[src/sv/mbwfb_pkg.sv]
// Shared types, constants and CRC helper for the Modbus RTU write frame builder.
package mbwfb_pkg;

	localparam int unsigned CfgIndexWidth = 2;
	localparam int unsigned FrameBytes    = 8;
	localparam int unsigned CrcSpan       = 6;
	localparam int unsigned IdxWidth      = $clog2(FrameBytes);

	// configuration register indexes
	localparam logic [CfgIndexWidth-1:0] CFG_SLAVE_ADDRESS = 2'd0;
	localparam logic [CfgIndexWidth-1:0] CFG_FUNCTION_CODE = 2'd1;

	localparam logic [7:0]  SLAVE_ADDRESS_RST = 8'h01;
	localparam logic [7:0]  FUNCTION_CODE_RST = 8'h06;

	localparam logic [15:0] CRC_INIT = 16'hFFFF;
	localparam logic [15:0] CRC_POLY = 16'hA001;

	// frame byte positions
	localparam logic [IdxWidth-1:0] POS_CRC_HI = 3'd6;
	localparam logic [IdxWidth-1:0] POS_LAST   = 3'd7;

	typedef struct packed {
		logic [CrcSpan-1:0][7:0] bytes;   // bytes[0] goes out first
		logic [15:0]             crc;     // running CRC over the bytes done so far
	} frame_t;

	// one byte through the reflected CRC-16, LSB first
	function automatic logic [15:0] crc_byte(input logic [15:0] crc_in, input logic [7:0] data);
		logic [15:0] acc;
		acc = crc_in ^ {8'h00, data};
		for (int b = 0; b < 8; b++) begin
			if (acc[0]) begin
				acc = (acc >> 1) ^ CRC_POLY;
			end else begin
				acc = acc >> 1;
			end
		end
		return acc;
	endfunction

endpackage

[src/sv/mbwfb_crc_stage.sv]
// One pipeline stage folding two frame bytes into the running CRC.
module mbwfb_crc_stage (
	input  logic                 clk,
	input  logic                 arst_n,
	input  logic                 in_valid,
	output logic                 in_stall,
	input  mbwfb_pkg::frame_t    in_frame,
	input  logic [7:0]           first_byte,
	input  logic [7:0]           second_byte,
	output logic                 out_valid,
	input  logic                 out_stall,
	output mbwfb_pkg::frame_t    out_frame
);

	logic              valid_s;
	mbwfb_pkg::frame_t frame_s;
	mbwfb_pkg::frame_t frame_d;

	assign in_stall = valid_s && out_stall;

	always_comb begin
		frame_d     = in_frame;
		frame_d.crc = mbwfb_pkg::crc_byte(mbwfb_pkg::crc_byte(in_frame.crc, first_byte),
			second_byte);
	end

	always_ff @(posedge clk or negedge arst_n) begin
		if (!arst_n) begin
			valid_s <= 1'b0;
		end else if (!in_stall) begin
			valid_s <= in_valid;
		end
	end

	always_ff @(posedge clk) begin
		if (!in_stall && in_valid) begin
			frame_s <= frame_d;
		end
	end

	assign out_valid = valid_s;
	assign out_frame = frame_s;

endmodule

[src/sv/mbwfb_serializer.sv]
// Holds one finished frame and sends it out a byte a cycle while out_stall is low.
module mbwfb_serializer (
	input  logic                 clk,
	input  logic                 arst_n,
	input  logic                 in_valid,
	output logic                 in_stall,
	input  mbwfb_pkg::frame_t    in_frame,
	output logic                 out_valid,
	input  logic                 out_stall,
	output logic [7:0]           out_byte,
	output logic                 out_last
);

	logic                              valid_q;
	logic [mbwfb_pkg::IdxWidth-1:0]    idx_q;
	mbwfb_pkg::frame_t                 frame_q;
	logic                              out_take;
	logic                              at_last;

	assign at_last  = (idx_q == mbwfb_pkg::POS_LAST);
	assign out_take = valid_q && !out_stall;
	assign in_stall = valid_q && !(out_take && at_last);

	always_ff @(posedge clk or negedge arst_n) begin
		if (!arst_n) begin
			valid_q <= 1'b0;
			idx_q   <= '0;
		end else if (!in_stall) begin
			valid_q <= in_valid;
			idx_q   <= '0;
		end else if (out_take) begin
			idx_q   <= idx_q + 1'b1;
		end
	end

	always_ff @(posedge clk) begin
		if (!in_stall && in_valid) begin
			frame_q <= in_frame;
		end
	end

	always_comb begin
		case (idx_q)
			mbwfb_pkg::POS_CRC_HI: out_byte = frame_q.crc[15:8];
			mbwfb_pkg::POS_LAST:   out_byte = frame_q.crc[7:0];
			default:               out_byte = frame_q.bytes[idx_q];
		endcase
	end

	assign out_valid = valid_q;
	assign out_last  = at_last;

endmodule

[src/sv/modbus_rtu_write_frame_builder_unit.sv]
// Top level: Modbus RTU write-single-register frame builder with CRC-16.
// Pipeline: the request word is registered in three CRC stages of two bytes each, then
//   in the byte serialiser, which offers the first frame byte.
// Throughput: the serialiser sends eight bytes at one byte per cycle while byte_stall is
//   low; the CRC stages take a word every cycle unless stalled from behind.
// Reset (arst_n, asynchronous, active low) empties the pipeline and sets the slave
//   address to 1 and the function code to 6.
module modbus_rtu_write_frame_builder_unit (
	input  logic                                 clk,
	input  logic                                 arst_n,
	// configuration write channel
	input  logic                                 cfg_valid,
	output logic                                 cfg_ready,
	input  logic [mbwfb_pkg::CfgIndexWidth-1:0]  cfg_index,
	input  logic [7:0]                           cfg_data,
	// request words
	input  logic                                 req_valid,
	output logic                                 req_stall,
	input  logic [15:0]                          register_address,
	input  logic [15:0]                          register_value,
	// frame byte words
	output logic                                 byte_valid,
	input  logic                                 byte_stall,
	output logic [7:0]                           frame_byte,
	output logic                                 last_byte
);

	logic [7:0] slave_address_q;
	logic [7:0] function_code_q;

	mbwfb_pkg::frame_t frame_in;
	mbwfb_pkg::frame_t frame_a;
	mbwfb_pkg::frame_t frame_b;
	mbwfb_pkg::frame_t frame_c;
	logic valid_a, valid_b, valid_c;
	logic stall_a, stall_b, stall_c;

	// Config is always taken; writes to unknown indexes are dropped.
	assign cfg_ready = 1'b1;

	always_ff @(posedge clk or negedge arst_n) begin
		if (!arst_n) begin
			slave_address_q <= mbwfb_pkg::SLAVE_ADDRESS_RST;
			function_code_q <= mbwfb_pkg::FUNCTION_CODE_RST;
		end else if (cfg_valid) begin
			case (cfg_index)
				mbwfb_pkg::CFG_SLAVE_ADDRESS: slave_address_q <= cfg_data;
				mbwfb_pkg::CFG_FUNCTION_CODE: function_code_q <= cfg_data;
				default: ;
			endcase
		end
	end

	// Assemble the six header/data bytes; CRC starts at its seed.
	always_comb begin
		frame_in.bytes[0] = slave_address_q;
		frame_in.bytes[1] = function_code_q;
		frame_in.bytes[2] = register_address[15:8];
		frame_in.bytes[3] = register_address[7:0];
		frame_in.bytes[4] = register_value[15:8];
		frame_in.bytes[5] = register_value[7:0];
		frame_in.crc      = mbwfb_pkg::CRC_INIT;
	end

	// Stage 1: address and function code.
	mbwfb_crc_stage u_crc_s1 (
		.clk         (clk),
		.arst_n      (arst_n),
		.in_valid    (req_valid),
		.in_stall    (req_stall),
		.in_frame    (frame_in),
		.first_byte  (frame_in.bytes[0]),
		.second_byte (frame_in.bytes[1]),
		.out_valid   (valid_a),
		.out_stall   (stall_a),
		.out_frame   (frame_a)
	);

	// Stage 2: register address.
	mbwfb_crc_stage u_crc_s2 (
		.clk         (clk),
		.arst_n      (arst_n),
		.in_valid    (valid_a),
		.in_stall    (stall_a),
		.in_frame    (frame_a),
		.first_byte  (frame_a.bytes[2]),
		.second_byte (frame_a.bytes[3]),
		.out_valid   (valid_b),
		.out_stall   (stall_b),
		.out_frame   (frame_b)
	);

	// Stage 3: register value; CRC complete afterwards.
	mbwfb_crc_stage u_crc_s3 (
		.clk         (clk),
		.arst_n      (arst_n),
		.in_valid    (valid_b),
		.in_stall    (stall_b),
		.in_frame    (frame_b),
		.first_byte  (frame_b.bytes[4]),
		.second_byte (frame_b.bytes[5]),
		.out_valid   (valid_c),
		.out_stall   (stall_c),
		.out_frame   (frame_c)
	);

	// Serialiser: six bytes, then CRC high, then CRC low flagged as last.
	mbwfb_serializer u_ser (
		.clk       (clk),
		.arst_n    (arst_n),
		.in_valid  (valid_c),
		.in_stall  (stall_c),
		.in_frame  (frame_c),
		.out_valid (byte_valid),
		.out_stall (byte_stall),
		.out_byte  (frame_byte),
		.out_last  (last_byte)
	);

endmodule

[config.mk]
export PLATFORM = sky130hd
export DESIGN_NAME = modbus_rtu_write_frame_builder_unit
export DESIGN_NICKNAME = d
export VERILOG_FILES = /design/src/sv/mbwfb_pkg.sv /design/src/sv/mbwfb_crc_stage.sv /design/src/sv/mbwfb_serializer.sv /design/src/sv/modbus_rtu_write_frame_builder_unit.sv
export SDC_FILE = /design/constraint.sdc
export NUM_CORES = 1
export LEC_CHECK = 0
export BUFFER_PORTS_ARGS = -buffer_cell sky130_fd_sc_hd__buf_2
export CORE_MARGIN = 2
export CORE_UTILIZATION = 55
export CTS_CLUSTER_DIAMETER = 120
export DETAILED_ROUTE_END_ITERATION = 7
export HOLD_SLACK_MARGIN = 0.12
export PLACE_DENSITY = 0.81
export SETUP_SLACK_MARGIN = 0.2
export SKIP_CTS_REPAIR_TIMING = 1
export SYNTH_ARGS = -nofsm -noshare
export SYNTH_HDL_FRONTEND = slang
export SYNTH_SLANG_ARGS = --single-unit
[constraint.sdc]
create_clock -name clk -period 7.85 [get_ports clk]
set_input_delay 0.785 -clock clk [delete_from_list [all_inputs] [get_ports clk]]
set_output_delay 0.785 -clock clk [all_outputs]
set_load 0.1 [all_outputs]
==> qor.yml, run 1 <==
outcome:
  status: "finished, final reports clean"
logic_synthesis:
  synth_async_sr_flop_share: 0.0824
  synth_edf_count: 256
  synth_area_leaders: "edfxtp_1, xnor2_1, dfrtp_1"
  ys_ff_latch: 279
  synth.largest_area_cell: "edfxtp_1"
  synth_ff_type: "edfxtp_1"
  syn_area_per_cell_sq_um: 21.1
  synthTopCellsByCount: "edfxtp_1, xnor2_1, xor2_1"
  synth_cells: 484
  ys_types: 36
  synthesis.area_sq_um: 10200
  synth_warnings: 0
  synth.top_cell.area_share: 0.753
  synth_nets: 534
  ys_seq_area_frac: 0.810
  yosysMostFrequentCell: "edfxtp_1"
timing:
  rsz0062_at_grt: "false"
  finalSetupViolations: 0
  worst_pin_slew_ns: 1.15
  setup_tns_ns: 0
  max_slew_margin: 0.233
  fin_crit_sh: 0.539
  min_period_ns: 4.23
  skew_ns: 0.00905
  layout_setup_ws_ns: 3.62
  maxSlewViolCount: 0
  max_freq_ghz: 0.236
  finalHoldViolCount: 0
power:
  swShare: 0.282
  power_frac_seq: 0.465
  power_switching_mw: 1.13
  powerDensity_nw_per_um2: 344
  intPower_mw: 2.88
  ir_drop_mv: 0.199
  p_clk_frac: 0.322
  p_leak_nw: 3.96
  pwr-share-comb: 0.213
critical_path:
  crit_fanout: 20
  r2r_start: "u_ser.idx_q[0]$_DFFE_PN0P_"
  critical_path.slowest_cell: "dfrtp_1"
  cpPeakStageDelay_ns: 0.78
  crit_chain: "ha_1 > ha_1 > a21boi_0 > nand4_1 > inv_1 > buf_2"
  cp.arrival_ns: 3.44
  setup.worst_path.start: "u_ser.idx_q[0]$_DFFE_PN0P_"
  crit_family: "flip-flops"
  crit_path_end_kind: "output pin"
  critPathMostFrequentCell: "ha_1"
  critPathKind: "reg2out"
  cp.required_ns: 7.07
  worst_setup_path_start_kind: "flip-flop"
  crit_buf_inv: 2
final_layout:
  nNetsFinal: 617
  fill_cells: 1143
  drive_gt1_frac: 0.251
  antenna_cells: 0
  final_util: 0.646
  multi_input_area_sq_um: 1900
  syn_to_final_growth_pct: 14.5
  register_area_sq_um: 8270
  final_area_sq_um: 11700
cts:
  h-tree-depth: 1
  clkLatencyLatePin_ns: 0.51
  root_buffer: "clkbuf_16"
  cts_tree: "built"
  path_clk_slew_ns: 0.06
  cts-buffers-inserted: 27
  cts.path.max_buffers: 3
  cts_sinks: 279
grt:
  first_global_vias: 4589
  grt_first_pass_wirelength_microns: 25500
  grt_max_degree: 65
  antenna_found_initial: 0
  grt-ovfl-total: 0
  track_usage: 0.171
floorplanning:
  placementRows: 49
  initial_core_util: 0.564
  io_pins: 59
  fp.dieH_microns: 140
  die_area_sq_um: 19700
  core_area_sq_um: 18100
  die_w_microns: 140
drt:
  wl_met1_microns: 6490
  route.detailed.drc: 0
  post_drt_wl_per_cell_microns: 19.9
  viasPerCell: 5.31
  via_count: 4328
  top_layer: "met4"
  dr.pass1.iters: 4
  wl_met3_microns: 848
  ant_nets: 0
  drtIter0Drc: 266
  wl_met2_microns: 8420
  wirelength_microns: 16200
min_path:
  min_path_type: "in2async"
placement:
  placed_area_sq_um: 10800
  dp_slack_ns: 4.11
  post-dp-hpwl_microns: 10400
  port_buffers: 57
  gp_congestion: 0.842
flow_run:
  drv_cap: 0
## path summary, 6_finish.rpt
| check | endpoint | slack [ns] | cells past startpoint |
|---|---|---|---|
| min reg2reg | u_crc_s2.out_frame[31]$_DFFE_PP_ | 0.41 | 0 |
| max in group asynchronous | u_ser.idx_q[2]$_DFFE_PN0P_ | 7.21 | 1 |
| min | slave_address_q[6]$_DFFE_PN0P_ | 0.26 | 1 |
| max | req_stall | 3.62 | 6 |
| min in group clk | u_crc_s2.out_frame[31]$_DFFE_PP_ | 0.41 | 0 |
| max reg2reg | u_crc_s1.out_frame[59]$_DFFE_PP_ | 4.25 | 6 |
## metrics by stage
step	hold slack (ns)	power, mW	std cells
after floorplan	0.400	2.56	484
after global placement	0.401	2.71	767
after detailed placement	0.405	2.74	767
after CTS	0.253	4.05	815
after global routing	0.279	4.16	815
final	0.260	4.01	815
## routing by layer
layer	GRT usage	vias up
met5	0	-
met4	0.0643	0
met3	0.0318	34
met2	0.295	142
met1	0.219	2152
li1	-	2000
## cells by family after synthesis
logic type,Yosys count,share of synthesized area
AND/OR/NAND/NOR,22,0.0130
multiplexers,32,0.0441
buffers and inverters,12,0.00490
other,1,0.000368
adder cells (fa/ha/maj),3,0.00368
flip-flops,279,0.810
XOR/XNOR,107,0.106
AO/OA/AOI/OAI,28,0.0179
## cell usage in the layout (no fill, tap or decap), types with 5 or more instances in the layout
cell type    n
buf_2       57
clkinv_1     7
mux2_2      24
xor2_1      37
dfrtp_1     20
xnor2_1     59
a22oi_1     16
bufinv_16    5
clkbuf_16   27
mux4_2       8
clkbuf_1     5
o21ai_0      8
edfxtp_1   256
## power groups by stage
stage	registers (mW)	logic [mW]	clock network [mW]
finish	1.86	0.855	1.29
global route	1.88	0.911	1.38
floorplan	1.85	0.711	0
detailed placement	1.89	0.844	0
CTS	1.87	0.859	1.32
global placement	1.89	0.821	0
## flip-flops by register name, indices dropped and copies added, names as in the netlist
register            cells
u_crc_s1.out_frame     64
u_crc_s2.out_frame     64
u_crc_s3.out_frame     64
u_ser.frame_q          64
function_code_q         8
slave_address_q         8
u_ser.idx_q             3
u_crc_s1.out_valid      1
u_crc_s2.out_valid      1
u_crc_s3.out_valid      1
u_ser.out_valid         1
## final cells by class
class | instances | area share
clock buffers | 32 | 0.0594
clock inverters | 16 | 0.0175
flip-flops and latches | 279 | 0.708
inverters | 5 | 0.00161
well taps | 229 | 0.0245
multi-input cells | 193 | 0.162
repair buffers | 61 | 0.0270
Note: power is estimated with default switching activity, not from simulation.
==> run 2, diff against run 1 <==
Settings changed: CORE_UTILIZATION 55 to 54, PLACE_DENSITY 0.81 to 0.83.
Clock period 7.85 ns to 3.6 ns, I/O delays scaled along.
==> qor.yml, run 2 (synthesized netlist as in run 1, its figures left out) <==
outcome:
  status: "finished, final reports clean"
grt:
  antenna_found_initial: 0
  first_global_vias: 4537
  grt_max_degree: 65
  track_usage: 0.164
  grt_first_pass_wirelength_microns: 24800
  grt-ovfl-total: 0
drt:
  via_count: 4429
  drtIter0Drc: 335
  wirelength_microns: 16300
  route.detailed.drc: 0
  viasPerCell: 5.13
  ant_nets: 0
  dr.pass1.iters: 6
  post_drt_wl_per_cell_microns: 18.8
power:
  powerDensity_nw_per_um2: 725
  ir_drop_mv: 0.574
  p_leak_nw: 4.16
timing:
  worst_pin_slew_ns: 1.21
  max_slew_margin: 0.193
  min_period_ns: 3.19
  max_freq_ghz: 0.313
  fin_crit_sh: 0.886
  skew_ns: 0.00921
  layout_setup_ws_ns: 0.409
  finalHoldViolCount: 0
  finalSetupViolations: 0
  maxSlewViolCount: 0
  rsz0062_at_grt: "false"
min_path:
  min_from: "byte_stall"
  hold_end: "u_ser.idx_q[1]$_DFFE_PN0P_"
  min_path_type: "in2reg"
  hold_depth: 3
placement:
  dp_cells: 774
  post-dp-hpwl_microns: 10600
  gp_congestion: 0.755
  dp_slack_ns: 0.634
  port_buffers: 57
critical_path:
  critPathKind: "reg2out"
  r2r_cells: 6
  cp.required_ns: 3.24
  crit_path_end_kind: "output pin"
  reg2reg_setup_slack_ns: 0.85
  crit_fanout: 13
  r2r_start: "u_ser.idx_q[1]$_DFFE_PN0P_"
  cp.arrival_ns: 2.83
  r2r_end: "u_crc_s1.out_frame[58]$_DFFE_PP_"
  worst_setup_path_start_kind: "flip-flop"
cts:
  cts_sinks: 279
  cts_tree: "built"
  path_clk_slew_ns: 0.06
  h-tree-depth: 1
  cts.path.max_buffers: 3
  cts-buffers-inserted: 26
  clkLatencyLatePin_ns: 0.52
  root_buffer: "clkbuf_16"
final_layout:
  syn_to_final_growth_pct: 19.2
  antenna_cells: 0
  layout_common_cells: "edfxtp_1, xnor2_1, buf_2"
  final_common_cell: "edfxtp_1"
  layout.cells.non_filler: 864
  register_area_sq_um: 8270
  multi_input_area_sq_um: 1930
  drive_gt1_frac: 0.256
  fill_cells: 1152
  nNetsFinal: 660
floorplanning:
  initial_core_util: 0.547
  die_w_microns: 141
  fp.dieH_microns: 141
  core_area_sq_um: 18600
  placementRows: 50
  die_area_sq_um: 20000
  io_pins: 59
flow_run:
  drv_cap: 0
## run 2: cell types whose count changed in the layout (fill, tap and decap cells not counted), moves of 3 or more
| cell | delta |
|---|---|
| dlygate4sd3_1 | +42 |
| clkinvlp_4 | +3 |
| clkbuf_1 | -3 |
| o21ai_0 | -8 |
| o21ai_2 | +8 |
## run 2: area by class of cell
type | instances | share of cell area
Inverter | 5 | 0.00154
Clock inverter | 19 | 0.0184
Multi-Input combinational cell | 193 | 0.158
Tap cell | 234 | 0.0241
Clock buffer | 29 | 0.0562
Sequential cell | 279 | 0.680
Timing Repair Buffer | 105 | 0.0617
## run 2: stage by stage
stage / hold WS [ns] / area [sq um] / setup TNS [ns] / power, mW / util
global placement: 0.370 / 10800 / 0 / 5.94 / 0.581
CTS: -0.174 / 11700 / 0 / 8.86 / 0.630
finish: 0.209 / 12200 / 0 / 8.82 / 0.652
detailed placement: 0.380 / 10800 / 0 / 6.02 / 0.581
global route: 0.240 / 12200 / 0 / 9.15 / 0.652
floorplan: 0.0644 / 10200 / -19.92 / 5.63 / -
## run 2: worst max-delay path by stage
stage | to | slack, ns | from | cells past startpoint
5_1_grt | frame_byte[4] | 0.30 | u_ser.idx_q[1]$_DFFE_PN0P_ | 6
3_3_place_gp | u_crc_s1.out_frame[36]$_DFFE_PP_ | 0.72 | u_ser.idx_q[1]$_DFFE_PN0P_ | 6
4_1_cts | req_stall | 0.21 | u_ser.idx_q[1]$_DFFE_PN0P_ | 6
6_report | frame_byte[3] | 0.41 | u_ser.idx_q[1]$_DFFE_PN0P_ | 6
2_1_floorplan | u_ser.frame_q[0]$_DFFE_PP_ | -0.31 | u_ser.idx_q[1]$_DFFE_PN0P_ | 4
3_5_place_dp | u_crc_s1.out_frame[43]$_DFFE_PP_ | 0.63 | u_ser.idx_q[1]$_DFFE_PN0P_ | 6
## run 2: power breakdown
group	leakage, nW	internal (mW)	switching, mW
clock network	0.434	1.72	1.11
registers	2.57	3.89	0.147
logic	1.16	0.726	1.23
## run 2: metal layers
metal | wire length (microns) | global-route usage
met2 | 8840 | 0.300
met4 | 298 | 0.0395
met5 | 0 | 0
met3 | 692 | 0.0297
met1 | 6450 | 0.206
## run 2: worst max-delay path: stages (launching register included)
cell and delay [ns]:
dfrtp_1 0.60, ha_1 0.30, ha_1 0.20, buf_4 0.19, or2_2 0.43, o21ai_2 0.16, buf_2 0.43
==> run 3, diff against run 2 <==
Settings changed: SYNTH_HIERARCHICAL from default to 1.
==> qor.yml, run 3 <==
logic_synthesis:
  ys_seq_area_frac: 0.790
  synthesis.area_sq_um: 10500
  ys_ff_latch: 279
  synth_warnings: 6
  synth_ff_type: "edfxtp_1"
  synth.largest_area_cell: "edfxtp_1"
  synth_area_leaders: "edfxtp_1, xnor2_1, dfrtp_1"
  ys_types: 35
  synth_async_sr_flop_share: 0.0824
  synth_cells: 508
  synthTopCellsByCount: "edfxtp_1, xnor2_1, xor2_1"
  syn_area_per_cell_sq_um: 20.6
  yosysMostFrequentCell: "edfxtp_1"
  synth_edf_count: 256
  synth.top_cell.area_share: 0.735
timing:
  maxSlewViolCount: 0
  min_period_ns: 3.24
  rsz0062_at_grt: "false"
  max_freq_ghz: 0.309
  setup_tns_ns: 0
  max_slew_margin: 0.604
  fin_crit_sh: 0.900
  finalSetupViolations: 0
  skew_ns: 0.0102
  worst_pin_slew_ns: 0.594
  finalHoldViolCount: 0
min_path:
  min_path_type: "in2reg"
  hold_depth: 2
drt:
  via_count: 4685
  viasPerCell: 5.05
  drtIter0Drc: 396
  ant_nets: 0
  post_drt_wl_per_cell_microns: 19.4
  wirelength_microns: 18000
  route.detailed.drc: 0
  dr.pass1.iters: 4
flow_run:
  drv_cap: 0
floorplanning:
  fp.dieH_microns: 143
  placementRows: 50
  initial_core_util: 0.556
  io_pins: 59
  die_area_sq_um: 20500
  core_area_sq_um: 18800
  die_w_microns: 143
placement:
  gp_congestion: 0.861
  placed_area_sq_um: 11200
  post-dp-hpwl_microns: 12100
  port_buffers: 57
grt:
  grt_first_pass_wirelength_microns: 26100
  antenna_found_initial: 0
  grtUsageMet1: 0.218
  first_global_vias: 4767
  grt-ovfl-total: 0
  grtUsageMet3: 0.0339
  grt_max_degree: 65
  busiest_layer: "met2"
  track_usage: 0.173
  use_met2: 0.300
critical_path:
  r2r_cells: 10
  crit_fanout: 14
  crit_family: "simple AND/OR/NAND/NOR gates"
  cpPeakStageDelay_ns: 0.56
  cp.required_ns: 3.24
  critical_path.slowest_cell: "dfrtp_1"
  worst_setup_path_start_kind: "flip-flop"
  crit_path_end_kind: "output pin"
  crit_chain: "ha_1 > ha_4 > inv_1 > o21ai_0 > inv_1 > and2_1 > and2_1 > and2_4 > buf_2"
  cp.arrival_ns: 2.88
  worst-path-stages: 9
  crit_buf_inv: 3
  critPathKind: "reg2out"
power:
  ir_drop_mv: 0.335
  pwr-share-comb: 0.242
  intPower_mw: 6.31
  swShare: 0.278
  power_frac_seq: 0.461
  p_leak_nw: 4.31
  p_clk_frac: 0.297
  fin_total_pwr_mw: 8.73
  powerDensity_nw_per_um2: 703
  power_switching_mw: 2.43
cts:
  h-tree-depth: 1
  cts_sinks: 279
  cts.path.max_buffers: 3
  cts_tree: "built"
  clkLatencyLatePin_ns: 0.52
  path_clk_slew_ns: 0.06
  root_buffer: "clkbuf_16"
  cts-buffers-inserted: 26
final_layout:
  antenna_cells: 0
  drive_gt1_frac: 0.223
  syn_to_final_growth_pct: 18.8
  final_common_cell: "edfxtp_1"
  final_area_sq_um: 12400
  fill_cells: 1163
  layout_common_cells: "edfxtp_1, xnor2_1, buf_2"
  nNetsFinal: 699
outcome:
  status: "finished, final reports clean"
run 3: changes by cell type after synthesis, sizes merged, moves of 3 or more:
| cell | previous run | this run |
|---|---|---|
| clkbuf | 5 | 1 |
| mux4 | 8 | 0 |
| buf | 2 | 9 |
| xnor2 | 63 | 72 |
| o22ai | 0 | 8 |
| a22o | 0 | 8 |
| mux2i | 0 | 16 |
| a22oi | 16 | 0 |
| a221o | 0 | 8 |
| xnor3 | 3 | 9 |
| o21ai | 8 | 1 |
| nor2b | 4 | 7 |
run 3: layer usage:
| layer | up-vias | share of wire |
|---|---|---|
| met5 | - | 0 |
| met1 | 2344 | 0.40 |
| met2 | 130 | 0.53 |
| li1 | 2180 | - |
| met3 | 31 | 0.045 |
| met4 | 0 | 0.025 |
run 3: through the flow:
stage / std cells / hold WS, ns / utilization / setup WS (ns)
global placement: 840 / 0.378 / 0.595 / 0.636
floorplan: 524 / 0.0644 / - / 0.279
global route: 927 / 0.124 / 0.660 / 0.212
CTS: 887 / -0.158 / 0.639 / 0.334
detailed placement: 840 / 0.394 / 0.595 / 0.438
finish: 927 / 0.124 / 0.660 / 0.360
run 3: path summary, 6_finish.rpt:
check	start	end	slack (ns)
min in group asynchronous	arst_n	u_ser/out_valid$_DFFE_PN0N_	0.38
worst max register to register	u_ser/idx_q[0]$_DFFE_PN0P_	u_crc_s1/out_frame[55]$_DFFE_PP_	0.45
worst max-delay path	u_ser/idx_q[0]$_DFFE_PN0P_	req_stall	0.36
worst min register to register	u_crc_s2/out_frame[40]$_DFFE_PP_	u_crc_s3/out_frame[40]$_DFFE_PP_	0.41
worst min-delay path	cfg_data[0]	function_code_q[0]$_DFFE_PN0P_	0.12
max in group asynchronous	arst_n	slave_address_q[5]$_DFFE_PN0P_	2.82
run 3: cell type report:
cell class                      instances  area [sq um]  area share
Clock buffer                           31           691      0.0556
Clock inverter                         16           131      0.0106
Inverter                                3          11.3    0.000906
Multi-Input combinational cell        232          2210       0.178
Sequential cell                       279          8270       0.665
Tap cell                              260           325      0.0262
Timing Repair Buffer                  106           791      0.0636
run 3: logic make-up after synthesis:
logic type / Yosys count / share of synthesized area
flip-flops: 279 / 0.790
XOR/XNOR: 120 / 0.119
multiplexers: 40 / 0.0411
AO/OA/AOI/OAI: 28 / 0.0210
AND/OR/NAND/NOR: 23 / 0.0155
buffers and inverters: 13 / 0.00825
adder cells (fa/ha/maj): 4 / 0.00478
other: 1 / 0.000358
run 3: power by group through the flow:
| stage | combinational [mW] | clock (mW) | sequential [mW] |
|---|---|---|---|
| 2_1_floorplan | 1.74 | 0 | 4.04 |
| 3_3_place_gp | 2.02 | 0 | 4.08 |
| 3_5_place_dp | 2.07 | 0 | 4.09 |
| 4_1_cts | 2.08 | 2.63 | 4.03 |
| 5_1_grt | 2.24 | 2.75 | 4.05 |
| 6_report | 2.11 | 2.60 | 4.03 |
